===== config.mk =====
export PLATFORM = sky130hd
export DESIGN_NAME = esc_div
export DESIGN_NICKNAME = d
export VERILOG_FILES = /design/src/hdl/esc_pkg.sv /design/src/hdl/esc_div.sv
export SDC_FILE = /design/constraint.sdc
export NUM_CORES = 1
export LEC_CHECK = 0
export ABC_CLOCK_PERIOD_IN_PS = 4950
export BUFFER_PORTS_ARGS = -buffer_cell sky130_fd_sc_hd__buf_2
export CORE_ASPECT_RATIO = 1.4
export CORE_MARGIN = 8
export CORE_UTILIZATION = 37
export CTS_CLUSTER_DIAMETER = 100
export DETAILED_ROUTE_END_ITERATION = 6
export GPL_TIMING_DRIVEN = 0
export PLACE_DENSITY = 0.51
export REMOVE_ABC_BUFFERS = 1
export SYNTH_ARGS = -nofsm -noshare
export SYNTH_HDL_FRONTEND = slang
export SYNTH_SLANG_ARGS = --single-unit

===== constraint.sdc =====
create_clock -name clk -period 4.95 [get_ports clk]
set_input_delay 0.99 -clock clk [delete_from_list [all_inputs] [get_ports clk]]
set_output_delay 0.99 -clock clk [all_outputs]
set_load 0.05 [all_outputs]

===== src/hdl/esc_pkg.sv =====
`timescale 1ns / 1ps
// Shared types, constants and the erf table for the erf sigmoid curve generator.
// No dependencies; esc_eval, esc_div, the top level and the bench refer to it by scoped names.
package esc_pkg;

    localparam int MAX_SAMPLES   = 1024;
    localparam int TABLE_ENTRIES = 300;
    localparam int HALF_ENTRIES  = TABLE_ENTRIES / 2;

    localparam logic [29:0] ERF_ONE   = 30'd1000000000;
    localparam logic [43:0] SAT_LIMIT = 44'd50331648;   // 3.0 in Q.24
    localparam logic [8:0]  LAST_STEP = 9'(TABLE_ENTRIES - 1);

    // Divide by 2e9 = 2^10 * 1953125: shift by 10, then multiply by the reciprocal
    // floor(2^46 / 1953125) and correct the estimate by at most two.
    localparam logic [20:0] DIV_DIVISOR    = 21'd1953125;
    localparam logic [22:0] DIV_DIVISOR_X2 = 23'd3906250;
    localparam logic [25:0] DIV_RECIP      = 26'd36028797;
    // Bias keeps the dividend positive: 2^24 * 2e9 + 1e9 (the half-up rounding term).
    localparam logic signed [56:0] DIV_BIAS = 57'sd33554433000000000;
    localparam logic signed [25:0] Q_OFFSET = 26'sd16777216;

    typedef enum logic [1:0] {
        REG_CENTER     = 2'd0,
        REG_INV_SCALE  = 2'd1,
        REG_LOW_LEVEL  = 2'd2,
        REG_HIGH_LEVEL = 2'd3
    } reg_index_t;

    typedef struct packed {
        logic adv;   // whole pipeline advances this cycle
        logic vld;   // a transaction sits at this point
    } pipe_ctl_t;

    // erf(k/100) * 1e9, split into even and odd k so each half is read once.
    localparam logic [29:0] ERF_EVEN [HALF_ENTRIES] = '{
        0, 22564575, 45111106, 67621594, 90078126,
        112462916, 134758352, 156947033, 179011813, 200935839,
        222702589, 244295911, 265700058, 286899723, 307880068,
        328626759, 349125995, 369364529, 389329700, 409009452,
        428392352, 447467618, 466225115, 484655389, 502749670,
        520499876, 537898627, 554939245, 571615763, 587922900,
        603856090, 619411460, 634585826, 649376683, 663782195,
        677801193, 691432825, 704677825, 717536534, 730010238,
        742100790, 753810590, 765142560, 776100122, 786687219,
        796908113, 806767620, 816270948, 825423575, 834231422,
        842700735, 850837952, 858649900, 866143531, 873326119,
        880205041, 886787854, 893082302, 899096169, 904837402,
        910313960, 915533856, 920505165, 925235928, 929734183,
        934007929, 938065143, 941913707, 945561430, 949016025,
        952285112, 955376173, 958296565, 961053506, 963654059,
        966105142, 968413493, 970585687, 972628120, 974547008,
        976348380, 978038086, 979621778, 981104920, 982492786,
        983790458, 985002827, 986134593, 987190274, 988174195,
        989090501, 989943156, 990735947, 991472488, 992156222,
        992790429, 993378225, 993922570, 994426275, 994892000,
        995322265, 995719451, 996085809, 996423462, 996734409,
        997020533, 997283607, 997525293, 997747152, 997950649,
        998137154, 998307948, 998464231, 998607121, 998737661,
        998856823, 998965513, 999064570, 999154777, 999236858,
        999311486, 999379283, 999440826, 999496646, 999547236,
        999593048, 999634501, 999671979, 999705837, 999736400,
        999763966, 999788809, 999811181, 999831311, 999849409,
        999865667, 999880261, 999893351, 999905082, 999915587,
        999924987, 999933390, 999940898, 999947599, 999953576,
        999958902, 999963645, 999967866, 999971618, 999974951
    };

    localparam logic [29:0] ERF_ODD [HALF_ENTRIES] = '{
        11283416, 33841222, 56371978, 78857720, 101280594,
        123622896, 145867115, 167995971, 189992461, 211839892,
        233521923, 255022599, 276326389, 297418219, 318283496,
        338908150, 359278655, 379382053, 399205983, 418738698,
        437969090, 456886694, 475481719, 493745050, 511668260,
        529243617, 546464093, 563323359, 579815806, 595936496,
        611681217, 627046441, 642029324, 656627696, 670840052,
        684665264, 698103704, 711155430, 723821437, 736103240,
        748003138, 759523625, 770667933, 781439725, 791843127,
        801882743, 811563474, 820890718, 829870230, 838508001,
        846810448, 854784156, 862436067, 869773250, 876803068,
        883532970, 889970640, 896123821, 902000370, 907608265,
        912955492, 918050082, 922900112, 927513617, 931898615,
        936063109, 940015016, 943762189, 947312386, 950673287,
        953852432, 956857248, 959695022, 962372893, 964897859,
        967276744, 969516206, 971622731, 973602626, 975462012,
        977206834, 978842837, 980375583, 981810440, 983152586,
        984407007, 985578499, 986671670, 987690941, 988640548,
        989524544, 990346805, 991111030, 991820747, 992479318,
        993089940, 993655650, 994179333, 994663724, 995111413,
        995524849, 995906348, 996258096, 996582153, 996880460,
        997154845, 997407023, 997638607, 997851108, 998045943,
        998224438, 998387832, 998537283, 998673872, 998798606,
        998912423, 999016195, 999110733, 999196790, 999275064,
        999346202, 999410802, 999469420, 999522566, 999570712,
        999614295, 999653714, 999689340, 999721511, 999750539,
        999776711, 999800289, 999821512, 999840601, 999857757,
        999873162, 999886985, 999899378, 999910480, 999920418,
        999929307, 999937250, 999944344, 999950673, 999956316,
        999961343, 999965817, 999969797, 999973334, 999976474
    };

    localparam logic [29:0] ERF_LAST = ERF_ODD[HALF_ENTRIES - 1];

    function automatic logic [29:0] erf_even(input logic [7:0] i);
        logic [29:0] v;
        v = '0;
        if (i < 8'(HALF_ENTRIES))
        begin
            v = ERF_EVEN[i];
        end
        return v;
    endfunction

    function automatic logic [29:0] erf_odd(input logic [7:0] i);
        logic [29:0] v;
        v = '0;
        if (i < 8'(HALF_ENTRIES))
        begin
            v = ERF_ODD[i];
        end
        return v;
    endfunction

endpackage


===== src/hdl/esc_div.sv =====
`timescale 1ns / 1ps
// Three-stage divide by the constant 1953125: reciprocal estimate, back-multiply,
// and a remainder check that adds at most two to the estimate. Depends on esc_pkg.
module esc_div (
    input  logic               clk,
    input  logic               rst_n,
    input  esc_pkg::pipe_ctl_t ctl,
    input  logic [45:0]        w,
    output logic               q_vld,
    output logic [24:0]        q
);

    logic [2:0]  vld_reg;
    logic [24:0] est1_reg;
    logic [22:0] w1_reg;
    logic [24:0] est2_reg;
    logic [22:0] qd2_reg;
    logic [22:0] w2_reg;
    logic [24:0] q_reg;

    logic [51:0] est_prod;
    logic [45:0] qd_prod;
    logic [22:0] rem;
    logic [24:0] q_next;

    // The estimate never exceeds the quotient and falls short by at most two,
    // so the remainder fits in the low 23 bits.
    always_comb
    begin
        est_prod = 52'(w[45:20]) * 52'(esc_pkg::DIV_RECIP);
        qd_prod  = 46'(est1_reg) * 46'(esc_pkg::DIV_DIVISOR);
        rem      = w2_reg - qd2_reg;
        priority if (rem >= esc_pkg::DIV_DIVISOR_X2)
        begin
            q_next = est2_reg + 25'd2;
        end
        else if (rem >= 23'(esc_pkg::DIV_DIVISOR))
        begin
            q_next = est2_reg + 25'd1;
        end
        else
        begin
            q_next = est2_reg;
        end
    end

    always_ff @(posedge clk or negedge rst_n)
    begin
        if (!rst_n)
        begin
            vld_reg <= '0;
        end
        else if (ctl.adv)
        begin
            vld_reg <= {vld_reg[1:0], ctl.vld};
        end
    end

    always_ff @(posedge clk)
    begin
        if (ctl.adv)
        begin
            est1_reg <= est_prod[50:26];
            w1_reg   <= w[22:0];

            est2_reg <= est1_reg;
            qd2_reg  <= qd_prod[22:0];
            w2_reg   <= w1_reg;

            q_reg    <= q_next;
        end
    end

    assign q_vld = vld_reg[2];
    assign q     = q_reg;

endmodule


Word level (Yosys, flattened, before mapping)
Index checks and enable logic that the tools add are counted.
{"block": "totals", "ramBits": 0, "latch_bits": 0, "mem_bits_ro": 0, "ff_bits": 147, "wordCells": 16, "in_bits": 50, "output_inout_bits": 26, "memories": 0}
{"block": "op_classes", "shifts": 0, "n_lt_le_gt_ge": 2, "muxes": 2, "multipliers": 2, "n_eq_ne": 0, "div_mod_pow": 0, "n_bitwise": 0, "addsub": 3, "reduce_logical": 0}
{"cell": "$mul 26x26->51 const B", "n": 1}
{"cell": "$mux 25", "n": 2}
{"cell": "$add 25x1->25 const B", "n": 1}
{"cell": "$add 25x2->25 const B", "n": 1}
{"cell": "$mul 25x21->23 const B", "n": 1}
{"cell": "$ge 23x21->1 const B", "n": 1}
{"cell": "$ge 23x22->1 const B", "n": 1}
{"cell": "$sub 23x23->23", "n": 1}

Depth between registers and ports, before layout
Gate-level depths: netlist of the first run.
{"block": "depth", "word_depth": 4, "mapped_depth": 25, "depth_no_buf": 25}

Worst setup path before layout of the first run
No wires, ideal clock.
{"block": "synth_timing", "path_type": "input port to flip-flop", "start": "input port w[40]", "end": "register est1_reg[23] (data pin)", "path_stages": 23, "setup_ns": 0.195, "required_time_ns": 4.755, "arrival_time_ns": 6.661, "setup_slack_ns": -1.906, "path_buffers": 0, "path_cell_list": "inv_1 > fa_1 > fa_1 > inv_1 > ha_1 > fa_1 > fa_1 > fa_1 > inv_1 > fa_1 > inv_1 > ha_1 > a21oi_1 > o221ai_1 > a211o_1 > a21oi_1 > o21a_1 > o21ai_0 > nand3_1 > a21oi_1 > o21ai_0 > nand2_1 > o311ai_0"}
{"block": "synth_via", "elab_chain_cells": 1}
{"item": "start: declaration", "line": "esc_div.sv:8", "source": "input logic [45:0] w,"}
{"item": "$mul 26x26->51", "line": "esc_div.sv:30", "source": "est_prod = 52'(w[45:20]) * 52'(esc_pkg::DIV_RECIP);"}
{"item": "net est_prod[49]", "line": "esc_div.sv:21", "source": "logic [51:0] est_prod;"}
{"item": "end signal: assignment", "line": "esc_div.sv:63", "source": "est1_reg <= est_prod[50:26];"}
{"item": "end: declaration", "line": "esc_div.sv:14", "source": "logic [24:0] est1_reg;"}
The timed path passes the listed nets, and every way through them passes these cells.
A chain may end at the register's enable or synchronous reset.

Final worst setup path of the first run
{"block": "layout_timing", "start": "input port w[37]", "end": "register est1_reg[20] (data pin)"}
The elaborated chain is that of the path after synthesis.

==> metrics.txt, run 1 <==
routability cong. 0.860; Skew-Pair Late Insertion Delay 440 ps; post-synthesis cell type count 73; Max Cap Viol 0; failing checks setup timing; ys flop type edfxtp_1; Mapped Cells 1,923; total number of yosys warnings 0; compound-gate portion of the synthesized area 0.0681; Die X 218 µm; H-tree levels 4; CP Cell Sequence buf_12 > clkinvlp_4 > fa_2 > fa_1 > inv_1 > ha_1 > fa_1 > fa_1 > fa_2 > inv_2 > fa_1 > inv_2 > ha_4 > nand4_1 > a21oi_4 > a31oi_4 > o21ai_4 > nand3_4 > a21oi_4 > o2111ai_2 > a2111o_1 > o311ai_2; HP Class primary input to asynchronous set/reset pin; slowest CP cell fa_2; post-synthesis sequential area ratio 0.205; Worst-path clk slew 60 ps; worst-path maximum fanout 5; syn_area_per_cell 11.0 µm²; post-synth top area share 0.286; Syn Std Cell Area 21,100 µm²; CTS Buf Count 17; Final HPWL DP 42,000 µm; Final Cycle Share 1.35; skew final 10.9 ps; FP Rows 103; Final Net Count 2,892; max-slew violations 0; Final Critical Period 6660 ps; largest net degree at the start of global routing 78; simple logic cell fraction of the synthesized area 0.0469; post-route cell area 25,300 µm²; Critical Setup Path Class primary input to flip-flop; # diodes 0; # clock sinks 145; clk buf depth 2; grt total ovfl 0; Worst Path Required 5210 ps; die height 299 µm; hold_buf cts 0; Worst-Margin Slew 703 ps; Pre-antenna DRT Iters 4; DR vias 13,693; Routed WL 49,900 µm; dpl cell area 22,400 µm²; cell taking the most area after synthesis fa_1; Post-synth ARST share 0.0207; post-route antenna net violation count 0; mux contribution to synthesized area 0.00308; top cells by area, synth fa_1 29%, ha_1 25%, edfxtp_1 20%; CTS root buffer clkbuf_16; Worst EP arrival 6920 ps; IO Pins 76; commonest non-fill, non-tap cell in the layout inv_1; # DRC 0; RSZ-0062 raised after global routing yes; die area 65,100 µm²; synthesized-area fraction occupied by adder cells 0.531; startpoint types primary input; initial drt markers 452; CTS tree yes; f_max 150 MHz; layout cells sized above 1 0.213; vias in the first global route 15,096; Final setup violation count 31; port buffer count 75; total track usage 0.156; slew margin rel. 0.531; status finished with violations; largest family of logic cells by synthesized area adder cells; Initial Util 0.375; final hold violations 0; setup total negative slack -38,050 ps; CP dominant cell by count fa_1; crit path capture type flip-flop; first-pass GRT wire length 79,500 µm; EDFF count, synth 142; Seq cells post-synth 145; largest stage delay on the critical path 620 ps; DR vias/cell 4.76; Routed wire per std cell 17.4 µm; setup ws final -1710 ps; commonest non-fill, non-tap cells in the layout 503 x inv_1, 359 x ha_1, 274 x fa_1; Place WS -3510 ps; antenna violations before repair 0; core area 56,400 µm²; Post-Synth XOR/XNOR Area 0.0456; area growth from synthesis to layout 19.5%
critical path: cells and delay by family:
kind / cells / cell delay [ps]
compound gates: 7 / 1560
fa+ha+maj: 8 / 3680
simple gates: 2 / 320
buf+inv: 5 / 360
cell usage after synthesis, types with 8 or more instances:
cell type and instances:
nor2_1 65, edfxtp_1 142, fa_1 302, and3_1 19, nand3_1 16, inv_1 553, a211oi_1 11, a21oi_1 46
o21bai_1 9, a21o_1 20, nor2b_1 8, nand2_1 37, xnor2_1 70, nor3_1 17, xor2_1 40, o21a_1 10
o21ai_0 24, ha_1 414
logic make-up after synthesis:
family,after synthesis
adders and majority gates,716
buffers and inverters,560
and+or+nand+nor,199
AOI/OAI and AO/OA,187
DFF,145
xor gates and xnor gates,110
muxes,6
stage by stage:
stage / utilization / std cells / hold WS, ps
3_5_place_dp: 0.397 / 2727 / 405
4_1_cts: 0.436 / 2838 / 296
5_1_grt: 0.448 / 2874 / 306
6_report: 0.448 / 2874 / 335
3_3_place_gp: 0.397 / 2726 / 404
2_1_floorplan: - / 1916 / 400
area by class of cell:
cell class	count	area, µm²
Inverter	553	2110
Multi-Input combinational cell	1218	15700
Tap cell	735	920
Sequential cell	145	4340
Clock buffer	21	460
Timing Repair Buffer	191	1570
Clock inverter	11	130
Fill cell	5294	31200
routing by layer:
metal / vias up / global-route usage / wire, µm
li1: 6620 / - / -
met1: 6845 / 0.164 / 18800
met2: 154 / 0.310 / 28300
met3: 74 / 0.0173 / 910
met4: 0 / 0.0615 / 1920
met5: - / 0 / 0
final timing paths:
kind	startpoint	end	slack [ps]	depth (start not counted)
worst max-delay path	w[37]	est1_reg[20]	-1710	22
worst min-delay path	rst_n	vld_reg[2]	330	1
worst max register to register	est1_reg[2]	qd2_reg[22]	-350	16
worst min register to register	w1_reg[21]	w2_reg[21]	420	0
max in group asynchronous	rst_n	vld_reg[1]	4510	1
min in group clk	w1_reg[21]	w2_reg[21]	420	0
repair_timing:
action                     in CTS  in global routing
gates resized for setup       220                108
pin swaps                     138                157
gates cloned                    0                  0
setup endpoints to repair      35                 37
setup buffers                  79                 38
Power of run 1 is not shown: default switching activity piles up to over one toggle a cycle in this logic, so the estimate is an artifact.
==> run 2: changes to the inputs <==
Settings changed: CORE_ASPECT_RATIO 1.4 to 1.25.
==> metrics.txt, run 2 (synthesis results as in run 1) <==
FILL cells 5,306 (was 5,294); Most Crowded Layer GR met2 (unchanged); setup ws final -1680 ps (was -1710 ps); met1 GRT Util 0.193 (was 0.164); RSZ-0062 raised after global routing yes (unchanged); setup total negative slack -36,030 ps (was -38,050 ps); core area 56,900 µm² (was 56,400 µm²); vias in the first global route 15,333 (was 15,096); commonest non-fill, non-tap cells in the layout 515 x inv_1, 357 x ha_1, 279 x fa_1 (was 503 x inv_1, 359 x ha_1, 274 x fa_1); largest net degree at the start of global routing 80 (was 78); Critical Setup Path Class primary input to flip-flop (unchanged); met2 GRT Util 0.300 (was 0.310); Worst Path Required 5110 ps (was 5210 ps); Final Cycle Share 1.34 (was 1.35); met3 usage 0.0190 (was 0.0173); post-route antenna net violation count 0 (unchanged); antenna violations before repair 0 (unchanged); area growth from synthesis to layout 20.0% (was 19.5%); Final Net Count 2,880 (was 2,892); worst-path maximum fanout 8 (was 5); routability cong. 0.854 (was 0.860); Final HPWL DP 41,800 µm (was 42,000 µm); failing checks setup timing (unchanged); Worst-Margin Slew 725 ps (was 703 ps); initial drt markers 443 (was 452); first-pass GRT wire length 82,500 µm (was 79,500 µm); Final Critical Period 6630 ps (was 6660 ps); final hold violations 0 (unchanged); startpoint types primary input (unchanged); port buffer count 75 (unchanged); layout cells sized above 1 0.202 (was 0.213); HP Class primary input to asynchronous set/reset pin (unchanged); FP Rows 98 (was 103); total track usage 0.161 (was 0.156); Final setup violation count 31 (unchanged); CTS tree yes (unchanged); area used by multi-input combinational logic 15,800 µm² (was 15,700 µm²); Worst EP arrival 6790 ps (was 6920 ps); # DRC 0 (unchanged); Max Cap Viol 0 (unchanged); CTS root buffer clkbuf_16 (unchanged); Worst-path clk slew 60 ps (about the same); max-slew violations 0 (unchanged); crit path capture type flip-flop (unchanged); commonest non-fill, non-tap cell in the layout inv_1 (unchanged); Die X 230 µm (was 218 µm); H-tree levels 4 (unchanged); Hold Slack 341 ps (was 335 ps); grt total ovfl 0 (unchanged); dpl cells 2,742 (was 2,727); slew margin rel. 0.517 (was 0.531); final cell count without fillers 2,876 (was 2,874); IO Pins 76 (unchanged); Skew-Pair Late Insertion Delay 440 ps (about the same); die area 65,100 µm² (about the same); die height 283 µm (was 299 µm); total area of sequential cells 4340 µm² (unchanged); f_max 151 MHz (was 150 MHz); # clock sinks 145 (unchanged); Initial Util 0.372 (was 0.375); Routed wire per std cell 17.6 µm (was 17.4 µm); DR vias/cell 4.72 (was 4.76); Place WS -3620 ps (was -3510 ps); Pre-antenna DRT Iters 6 (was 4); skew final 12.2 ps (was 10.9 ps); Routed WL 50,600 µm (was 49,900 µm); DR vias 13,563 (was 13,693); status finished with violations (unchanged); CTS Buf Count 17 (unchanged); clk buf depth 2 (unchanged); # diodes 0 (unchanged)
## run 2: repair_timing
item	4_1_cts	5_1_grt
pin swaps	165	61
resized for setup	282	60
buffers inserted	89	16
hold buffers	0	0
endpoints found under the setup margin	40	42
## run 2: worst max-delay path, cell delays in order
cell and delay, ps:
buf_12 130, inv_6 70, fa_2 470, fa_1 550
inv_1 60, ha_4 260, fa_1 420, fa_1 500
fa_1 540, inv_1 50, fa_1 530, inv_1 70
ha_4 300, nand3_4 100, o221ai_2 180, a211o_1 170
a21oi_2 60, o21a_1 210, o21ai_4 90, nand3_2 130
a21oi_4 230, buf_4 170, o21bai_4 70, a311oi_2 280
xnor2_1 150
## run 2: worst paths after layout
kind | cells after the start | to | slack, ps | start
setup / recovery | 25 | est1_reg[19] | -1680 | w[41]
hold / removal | 1 | vld_reg[1] | 340 | rst_n
max in group asynchronous | 1 | vld_reg[2] | 4510 | rst_n
setup reg to reg | 17 | qd2_reg[22] | -370 | est1_reg[2]
min in group clk | 0 | w2_reg[19] | 410 | w1_reg[19]
hold reg to reg | 0 | w2_reg[19] | 410 | w1_reg[19]
## run 2: cell type report
cell class / count / share of cell area
Timing Repair Buffer: 179 / 0.0613
Tap cell: 750 / 0.0370
Clock inverter: 13 / 0.00543
Multi-Input combinational cell: 1218 / 0.625
Sequential cell: 145 / 0.171
Inverter: 553 / 0.0836
Clock buffer: 18 / 0.0169
## run 2: per-layer routing
layer	share of wire	vias up
met2	0.54	163
met5	0	-
met4	0.020	0
met1	0.42	6760
li1	-	6588
met3	0.024	52
## run 2: per-stage QoR
step / utilization / area, µm²
after floorplan: - / 21100
final: 0.446 / 25400
after CTS: 0.439 / 25000
after global placement: 0.394 / 22400
after detailed placement: 0.395 / 22400
after global routing: 0.446 / 25400
Power of run 2 is left out for the same reason.
